File: config.mk
export PLATFORM = sky130hd
export DESIGN_NAME = playfair_digram_encryptor
export DESIGN_NICKNAME = d
export VERILOG_FILES = /design/src/hdl/pf_pkg.sv /design/src/hdl/pf_cipher.sv /design/src/hdl/playfair_digram_encryptor.sv
export SDC_FILE = /design/constraint.sdc
export NUM_CORES = 1
export LEC_CHECK = 0
export BUFFER_PORTS_ARGS = -buffer_cell sky130_fd_sc_hd__buf_2
export CAP_MARGIN = 20
export CORE_MARGIN = 2
export CORE_UTILIZATION = 35
export CTS_CLUSTER_DIAMETER = 30
export DETAILED_ROUTE_END_ITERATION = 10
export PLACE_DENSITY_LB_ADDON = 0.1
export SLEW_MARGIN = 0
export SYNTH_ARGS = -nofsm -noshare
export SYNTH_HDL_FRONTEND = slang
export SYNTH_SLANG_ARGS = --single-unit
File: constraint.sdc
create_clock -name clk -period 12.6 [get_ports clk]
set_input_delay 2.52 -clock clk [delete_from_list [all_inputs] [get_ports clk]]
set_output_delay 2.52 -clock clk [all_outputs]
set_load 0.03 [all_outputs]
File: src/hdl/pf_pkg.sv
// ----------------------------------------------------------------------------
// pf_pkg
// Shared types, constants and key-square helpers for the Playfair encryptor.
// ----------------------------------------------------------------------------
package pf_pkg;

  localparam int SqDim = 5;
  localparam int CodeW = 5;
  localparam int RowW  = SqDim * CodeW;

  localparam logic [CodeW-1:0] CodeI = 5'd8;
  localparam logic [CodeW-1:0] CodeJ = 5'd9;

  // configuration register indexes
  localparam logic [2:0] RegRow0 = 3'd0;
  localparam logic [2:0] RegRow1 = 3'd1;
  localparam logic [2:0] RegRow2 = 3'd2;
  localparam logic [2:0] RegRow3 = 3'd3;
  localparam logic [2:0] RegRow4 = 3'd4;
  localparam logic [2:0] RegPad  = 3'd5;

  typedef logic [SqDim-1:0][RowW-1:0] key_sq_t;

  // square MFHIK / UNOPQ / ZVWXY / ELARG / DSTBC
  localparam key_sq_t KeyReset = {25'd2149955, 25'd6848868, 25'd25942713,
                                  25'd17283508, 25'd10755244};
  localparam logic [CodeW-1:0] PadReset = 5'd23;

  typedef struct packed {
    logic [CodeW-1:0] a;
    logic [CodeW-1:0] b;
    logic             mark;
  } pair_t;

  typedef struct packed {
    logic [2:0] row;
    logic [2:0] col;
  } loc_t;

  function automatic logic [CodeW-1:0] cell_at(key_sq_t sq, logic [2:0] row,
                                               logic [2:0] col);
    return sq[row][CodeW*col +: CodeW];
  endfunction

  function automatic logic [2:0] wrap_inc(logic [2:0] v);
    return (v == 3'(SqDim-1)) ? 3'd0 : v + 3'd1;
  endfunction

  // First match in row order; a code not in the square sits at row 0, column 0.
  function automatic loc_t locate(key_sq_t sq, logic [CodeW-1:0] code);
    logic [CodeW-1:0] key;
    loc_t             loc;
    key = (code == CodeJ) ? CodeI : code;
    loc = '0;
    for (int r = SqDim-1; r >= 0; r--) begin
      for (int c = SqDim-1; c >= 0; c--) begin
        if (sq[r][CodeW*c +: CodeW] == key) begin
          loc.row = 3'(r);
          loc.col = 3'(c);
        end
      end
    end
    return loc;
  endfunction

endpackage

File: src/hdl/pf_cipher.sv
// ----------------------------------------------------------------------------
// pf_cipher
// Enciphers one digram against the key square: row shift, column shift or
// rectangle swap.
// ----------------------------------------------------------------------------
module pf_cipher import pf_pkg::*; (
  input  key_sq_t          key_sq,
  input  pair_t            pair,
  output logic [CodeW-1:0] x,
  output logic [CodeW-1:0] y
);

  loc_t loc_a;
  loc_t loc_b;

  assign loc_a = locate(key_sq, pair.a);
  assign loc_b = locate(key_sq, pair.b);

  always_comb begin
    if (loc_a.row == loc_b.row) begin
      x = cell_at(key_sq, loc_a.row, wrap_inc(loc_a.col));
      y = cell_at(key_sq, loc_b.row, wrap_inc(loc_b.col));
    end else if (loc_a.col == loc_b.col) begin
      x = cell_at(key_sq, wrap_inc(loc_a.row), loc_a.col);
      y = cell_at(key_sq, wrap_inc(loc_b.row), loc_b.col);
    end else begin
      x = cell_at(key_sq, loc_a.row, loc_b.col);
      y = cell_at(key_sq, loc_b.row, loc_a.col);
    end
  end

endmodule

File: src/hdl/playfair_digram_encryptor.sv
// A letter pair is held in the pair stage (s1_pair) after the transfer of the
// byte that completes it, then moves to the output register (ob), which shows
// its first cipher letter; the second letter follows. Cipher letters leave at
// one per cycle at the output port while out_ready is high.
// Bytes that close no pair are taken every cycle while the pair stage is free.
// Reset (rst, synchronous): clears pending letter and pipeline, reloads key.
// ----------------------------------------------------------------------------
// playfair_digram_encryptor
// Byte stream in, Playfair cipher letters out, key square in config regs.
// ----------------------------------------------------------------------------
module playfair_digram_encryptor import pf_pkg::*; (
  input  logic            clk,
  input  logic            rst,
  input  logic            in_valid,
  output logic            in_ready,
  input  logic [7:0]      char_in,
  input  logic            end_of_message,
  output logic            out_valid,
  input  logic            out_ready,
  output logic [6:0]      cipher_char,
  output logic            last_out,
  input  logic            cfg_we,
  input  logic [2:0]      cfg_index,
  input  logic [RowW-1:0] cfg_data
);

  key_sq_t          key_sq;
  logic [CodeW-1:0] pad;

  logic             pend_valid;
  logic [CodeW-1:0] pend_letter;
  logic             pend_valid_next;
  logic [CodeW-1:0] pend_letter_next;

  logic             is_upper;
  logic             is_lower;
  logic             is_letter;
  logic [CodeW-1:0] code;
  logic             a_vld;
  logic             b_vld;
  pair_t            pair_a;
  pair_t            pair_b;

  logic [1:0]       s1_cnt;
  pair_t            s1_pair [2];
  logic             pair_move;
  logic             in_fire;
  logic             out_fire;

  logic [1:0]       ob_cnt;
  logic [CodeW-1:0] ob_x;
  logic [CodeW-1:0] ob_y;
  logic             ob_mark;
  logic [CodeW-1:0] ciph_x;
  logic [CodeW-1:0] ciph_y;

  // --- letter decode and digram forming ---
  assign is_upper  = (char_in >= 8'd65) && (char_in <= 8'd90);
  assign is_lower  = (char_in >= 8'd97) && (char_in <= 8'd122);
  assign is_letter = is_upper || is_lower;
  assign code      = is_upper ? 5'(char_in - 8'd65) : 5'(char_in - 8'd97);

  always_comb begin
    pend_valid_next  = pend_valid;
    pend_letter_next = pend_letter;
    a_vld            = 1'b0;
    pair_a           = '{a: pend_letter, b: code, mark: 1'b0};
    if (is_letter) begin
      if (!pend_valid) begin
        pend_valid_next  = 1'b1;
        pend_letter_next = code;
      end else if (pend_letter == code) begin
        // double letter: pad goes in, repeated letter stays pending
        a_vld    = 1'b1;
        pair_a.b = pad;
      end else begin
        a_vld           = 1'b1;
        pend_valid_next = 1'b0;
      end
    end
    b_vld  = end_of_message && pend_valid_next;
    pair_b = '{a: pend_letter_next, b: pad, mark: 1'b1};
    if (b_vld) begin
      pend_valid_next = 1'b0;
    end
  end

  // --- handshakes ---
  assign out_valid = (ob_cnt != 2'd0);
  assign out_fire  = out_valid && out_ready;
  assign pair_move = (s1_cnt != 2'd0) &&
                     ((ob_cnt == 2'd0) || ((ob_cnt == 2'd1) && out_ready));
  assign in_ready  = (s1_cnt == 2'd0) || ((s1_cnt == 2'd1) && pair_move);
  assign in_fire   = in_valid && in_ready;

  // --- control state ---
  always_ff @(posedge clk) begin
    if (rst) begin
      pend_valid <= 1'b0;
      s1_cnt     <= 2'd0;
      ob_cnt     <= 2'd0;
      key_sq     <= KeyReset;
      pad        <= PadReset;
    end else begin
      if (in_fire) begin
        pend_valid <= pend_valid_next;
        s1_cnt     <= {1'b0, a_vld} + {1'b0, b_vld};
      end else if (pair_move) begin
        s1_cnt <= s1_cnt - 2'd1;
      end
      if (pair_move) begin
        ob_cnt <= 2'd2;
      end else if (out_fire) begin
        ob_cnt <= ob_cnt - 2'd1;
      end
      if (cfg_we) begin
        unique case (cfg_index) inside
          RegRow0, RegRow1, RegRow2, RegRow3, RegRow4: key_sq[cfg_index] <= cfg_data;
          RegPad:  pad <= cfg_data[CodeW-1:0];
          default: ;
        endcase
      end
    end
  end

  // --- payload ---
  always_ff @(posedge clk) begin
    if (in_fire) begin
      pend_letter <= pend_letter_next;
      s1_pair[0]  <= a_vld ? pair_a : pair_b;
      s1_pair[1]  <= pair_b;
    end else if (pair_move) begin
      s1_pair[0] <= s1_pair[1];
    end
    if (pair_move) begin
      ob_x    <= ciph_x;
      ob_y    <= ciph_y;
      ob_mark <= s1_pair[0].mark;
    end
  end

  pf_cipher u_cipher (
    .key_sq (key_sq),
    .pair   (s1_pair[0]),
    .x      (ciph_x),
    .y      (ciph_y)
  );

  assign cipher_char = 7'd65 + {2'b00, (ob_cnt == 2'd2) ? ob_x : ob_y};
  assign last_out    = (ob_cnt == 2'd1) && ob_mark;

endmodule

==> results of run 1 <==
==> cells by family after synthesis <==
logic type / synth area share
flip-flops: 0.2220
other: 0.0002273
buffers and inverters: 0.08190
AND/OR/NAND/NOR: 0.2371
adder cells (fa/ha/maj): 0.01365
AO/OA/AOI/OAI: 0.1989
multiplexers: 0.1289
XOR/XNOR: 0.1173
==> how the worst min path moves through the flow <==
| stage | from | cells past startpoint | to |
|---|---|---|---|
| floorplan | s1_pair[0][0] | 0 | ob_mark |
| global placement | s1_pair[0][0] | 0 | ob_mark |
| detailed placement | s1_pair[0][0] | 0 | ob_mark |
| CTS | s1_pair[0][0] | 0 | ob_mark |
| global route | s1_pair[0][0] | 0 | ob_mark |
| finish | s1_pair[0][0] | 0 | ob_mark |
==> state kept, by name (all words and copies together), names as in the netlist <==
signal and count:
s1_cnt 2, s1_pair 16, pend_valid 1, key_sq 125, ob_x 5, ob_cnt 2
pad 5, ob_y 5, pend_letter 5, ob_mark 1
==> cell usage in the layout, fill, tap and decap left out, types with 8 or more instances in the layout <==
master	instances
mux2_2	52
nor2b_1	9
xnor2_1	81
o21a_1	10
a22oi_1	10
dfxtp_1	135
buf_2	49
a31oi_1	20
o221ai_1	17
nand3b_1	55
nand4_1	28
o22ai_1	22
a21oi_1	155
nor2_1	63
nand3_1	57
nor4_1	37
o211ai_1	15
a221oi_1	20
o21ai_0	77
xor2_1	140
edfxtp_1	32
nand2b_1	11
nor3_1	55
a221o_1	14
a211oi_1	8
a211o_1	11
o21ai_1	10
mux4_2	15
buf_4	97
or2_2	9
inv_1	34
ha_1	18
clkbuf_16	17
a21boi_0	16
nand2_1	388
and3_1	36
mux2i_1	118
==> through the flow <==
step	cell area (um2)	setup WS [ns]	utilization	hold WS, ns
global placement	17070	5.663	0.3667	0.4460
floorplan	16500	6.383	-	0.4003
CTS	17710	5.530	0.3805	0.4672
detailed placement	17100	5.538	0.3673	0.4102
finish	17780	5.728	0.3818	0.4703
global route	17770	5.483	0.3817	0.4758
==> final cells by class <==
type                            count  area, um2  area share
Inverter                           37      138.9    0.007813
Timing Repair Buffer              149       1056     0.05941
Sequential cell                   167       3664      0.2061
Antenna cell                        3      7.507   0.0004223
Clock buffer                       18      439.2     0.02471
Tap cell                          607      759.5     0.04273
Clock inverter                     14      176.4    0.009925
Multi-Input combinational cell   1714      11530      0.6489
==> routing by layer <==
layer,part of all wire,vias to the layer above,GRT usage
met1,0.41,8580,0.5122
li1,-,7583,-
met4,0.073,2,0.2373
met2,0.39,1235,0.5041
met5,0.00013,-,0
met3,0.13,303,0.1280
==> worst max-delay path, delay by kind of cell (launching register included) <==
kind | cells | cell delay, ns
adders and majority gates | 1 | 0.38
muxes | 1 | 0.39
and+or+nand+nor | 8 | 2.74
buffers and inverters | 5 | 1.74
AOI/OAI and AO/OA | 4 | 0.93
DFF | 1 | 0.37
==> flow_summary.yaml, run 1 <==
route:
  drtIter0Drc: 2904
  wl_per_cell_um: 35.19
  avgViaCountPerCell: 6.535
  vias: 17700
  antenna_left: 0
  drc_errors: 0
  first_pass_iters: 5
  wirelength_mm: 95.33
cells_and_area:
  area_growth_pct: 7.735
  fin_nets: 2146
  instances_no_fill: 2709
  n_fill_cell: 4812
  drive_gt1_frac: 0.1424
critical_path:
  critPathCapture: "ob_y[4]"
  critical_path_class: "reg -> reg"
  path_max_fanout: 39
  cp_cell_sequence: "buf_4 > or4b_1 > buf_16 > and3_1 > o21ai_0 > nand4_1 > or3_1 > nor2_4 > buf_4 > inv_2 > ha_1 > and3_1 > nor2_2 > buf_4 > mux2_2 > a221oi_1 > a211oi_1 > or4_1 > o211a_1"
  regToRegEndpoint: "ob_y[4]"
  cp_slowest_stage_delay_ns: 0.69
  required_ns: 12.82
  r2r_slack_ns: 5.73
  end_kind: "flip-flop"
  startpoint_type: "flip-flop"
  r2r_cells: 19
  cp.arrival_ns: 7.09
  r2r-start: "s1_pair[0][2]"
  slowest_stage: "or4b_1"
  startpoint: "s1_pair[0][2]"
  worst_path_most_repeated_cell: "buf_4"
sta:
  clock_skew_ns: 0.01101
  rsz0062_at_grt: "false"
  setup_viol: 0
  fin_setup_tns_ns: 0
  fmax_mhz: 145.5
  min_period_over_period: 0.5454
  worst_pin_slew_ns: 1.207
  min_period_ns: 6.872
  slew_headroom: 0.1876
  slew_violations: 0
  hold_violations: 0
global_routing:
  grt_usage: 0.3770
  antenna_found_initial: 7
  first_global_vias: 16000
  grt_pass1_wl_mm: 129.7
  grt-ovfl-total: 0
  grt_max_degree: 79
placement:
  place_congestion: 1.072
  hpwl_mm: 66.97
  dpl.cell_count: 2672
  numPortBuffers: 50
floorplanning:
  coreArea_um2: 46560
  io_pins: 52
  die_area_um2: 48890
  start_util: 0.3544
  die_x_um: 221.1
  die_h_um: 221.1
  num_rows: 79
min_path:
  holdCritPathClass: "reg -> reg"
clock_network:
  clockRootBuffer: "clkbuf_16"
  clock_latency_ns: 0.47
  cts_tree: "yes"
  cts-htree-levels: 4
  cts_buffers: 17
  clock-sinks: 167
  clk_pin_slew_worst_paths_ns: 0.08
  clockBufferDepth: 2
  cts-resized-gates: 0
  cts_setup_buffers: 0
  cts_hold_buf: 0
synthesis:
  yosysMostFrequentCell: "nand2_1"
  synth_edf_count: 32
  synth_nets: 2254
  synthArstFlopShare: 0
  synthTopCellsByArea: "dfxtp_1, nand2_1, xor2_1, mux2i_1, edfxtp_1"
  synthFlopType: "dfxtp_1"
  yosysWarnings: 0
  syn_avg_cell_area_um2: 7.520
  ys_seq_area_frac: 0.2220
  synth_area_leader_cell: "dfxtp_1"
  syn_inst: 2194
  synth.distinct_cells: 93
  synth_top_area_frac: 0.1638
  netlist_top_cells_count: "nand2_1, a21oi_1, clkbuf_1, xor2_1, dfxtp_1"
  synth_seq_cells: 167
  syn-cell-area_um2: 16500
flow_run:
  cap_violations: 0
outcome:
  status: "complete, no violations"
Power of run 1 is left out: the tool's default activity adds up to more than one toggle a clock period on the data nets, which glitch-free logic cannot reach.
==> run 2, diff against run 1 <==
clock period = 5.8 ns   (was 12.6 ns; I/O delays follow)
==> flow_summary.yaml, run 2 (synthesis results as in run 1) <==
outcome:
  status: "complete, no violations"
cells_and_area:
  drive_gt1_frac: 0.1752
  mostFrequentLayoutCells: "nand2_1, buf_4, a21oi_1, xor2_1, dfxtp_1"
  n_fill_cell: 4882
  post-route-util: 0.3939
  stdcell_area_um2: 18340
  largest_register_ffs: 125
  num_antenna_cells: 0
  final_common_cell: "nand2_1"
  area_growth_pct: 11.15
  top_regs: "key_sq x125, s1_pair x16"
  regMostFlops: "key_sq"
  fin_nets: 2227
sta:
  rsz0062_at_grt: "false"
  fin_setup_tns_ns: 0
  hold_violations: 0
  min_period_ns: 5.652
  min_period_over_period: 0.9745
  clock_skew_ns: 0.01144
  slew_headroom: 0.3021
  fmax_mhz: 176.9
  slew_violations: 0
  worst_pin_slew_ns: 1.036
  setup_viol: 0
clock_network:
  clk_pin_slew_worst_paths_ns: 0.08
  clockRootBuffer: "clkbuf_16"
  cts_buffers: 17
  cts-htree-levels: 4
  cts_tree: "yes"
  clock_latency_ns: 0.47
  cts_setup_buffers: 0
  clock-sinks: 167
  clockBufferDepth: 2
route:
  drtIter0Drc: 2277
  antenna_left: 0
  wl_per_cell_um: 32.68
  first_pass_iters: 7
  drc_errors: 0
  wirelength_mm: 91.07
  avgViaCountPerCell: 6.352
  vias: 17700
floorplanning:
  io_pins: 52
  coreArea_um2: 46560
  num_rows: 79
  start_util: 0.3544
  die_h_um: 221.1
  die_x_um: 221.1
  die_area_um2: 48890
critical_path:
  required_ns: 6.00
  critical_path_class: "reg -> reg"
  path_max_fanout: 39
  cp_cell_sequence: "or4b_4 > and3_1 > o21ai_1 > or3b_2 > or3_4 > nor3_4 > buf_4 > a21o_4 > mux2i_1 > o22ai_1 > or4b_1 > a221oi_1 > o41ai_1"
  r2r_cells: 13
  crit_cells: 13
  slowest_stage: "or4b_4"
  cp.arrival_ns: 5.85
  path_buf_inv: 1
  startpoint_type: "flip-flop"
  cp_slowest_stage_delay_ns: 0.76
  path_delay_family: "simple AND/OR/NAND/NOR gates"
  end_kind: "flip-flop"
placement:
  place_congestion: 1.053
  dpl-instance-area_um2: 17790
  numPortBuffers: 50
  hpwl_mm: 68.74
flow_run:
  cap_violations: 0
global_routing:
  first_global_vias: 16180
  grt_pass1_wl_mm: 127.5
  grt-ovfl-total: 0
  grt_usage: 0.3640
  grt_max_degree: 90
  antenna_found_initial: 4
min_path:
  holdPathStages: 0
  holdCritPathClass: "reg -> reg"
## run 2: worst paths after layout
path,from,endpoint,slack [ns]
setup / recovery,s1_pair[0][7],ob_x[0],0.15
hold / removal,s1_pair[0][0],ob_mark,0.52
setup reg to reg,s1_pair[0][7],ob_x[0],0.15
hold reg to reg,s1_pair[0][0],ob_mark,0.52
## run 2: area by class of cell
type | instances | area [um2] | area share
repair buffers | 230 | 1679 | 0.09155
well taps | 607 | 759.5 | 0.04141
clock buffers | 20 | 446.7 | 0.02436
inverters | 37 | 138.9 | 0.007573
multi-input cells | 1714 | 11560 | 0.6302
flip-flops and latches | 167 | 3664 | 0.1998
clock inverters | 12 | 95.09 | 0.005185
## run 2: stage by stage
| step | worst slack [ns] | std cells | hold WS (ns) |
|---|---|---|---|
| global route | 0.04046 | 2787 | 0.5119 |
| finish | 0.1479 | 2787 | 0.5169 |
| CTS | 0.1251 | 2787 | 0.4952 |
| floorplan | 0.4733 | 2194 | 0.4003 |
| global placement | 0.1685 | 2755 | 0.4753 |
| detailed placement | 0.1407 | 2755 | 0.4587 |
## run 2: routing by layer
metal / wire length, um / track usage
met1: 40010 / 0.5148
met2: 37340 / 0.5208
met5: 31 / 0
met3: 9373 / 0.09388
met4: 4307 / 0.1511
## run 2: repair_timing
action                     in CTS  in global routing
hold buffers                    0                  0
setup endpoints to repair       0                  3
resized for setup               0                  2
Power of run 2 is left out for the same reason.
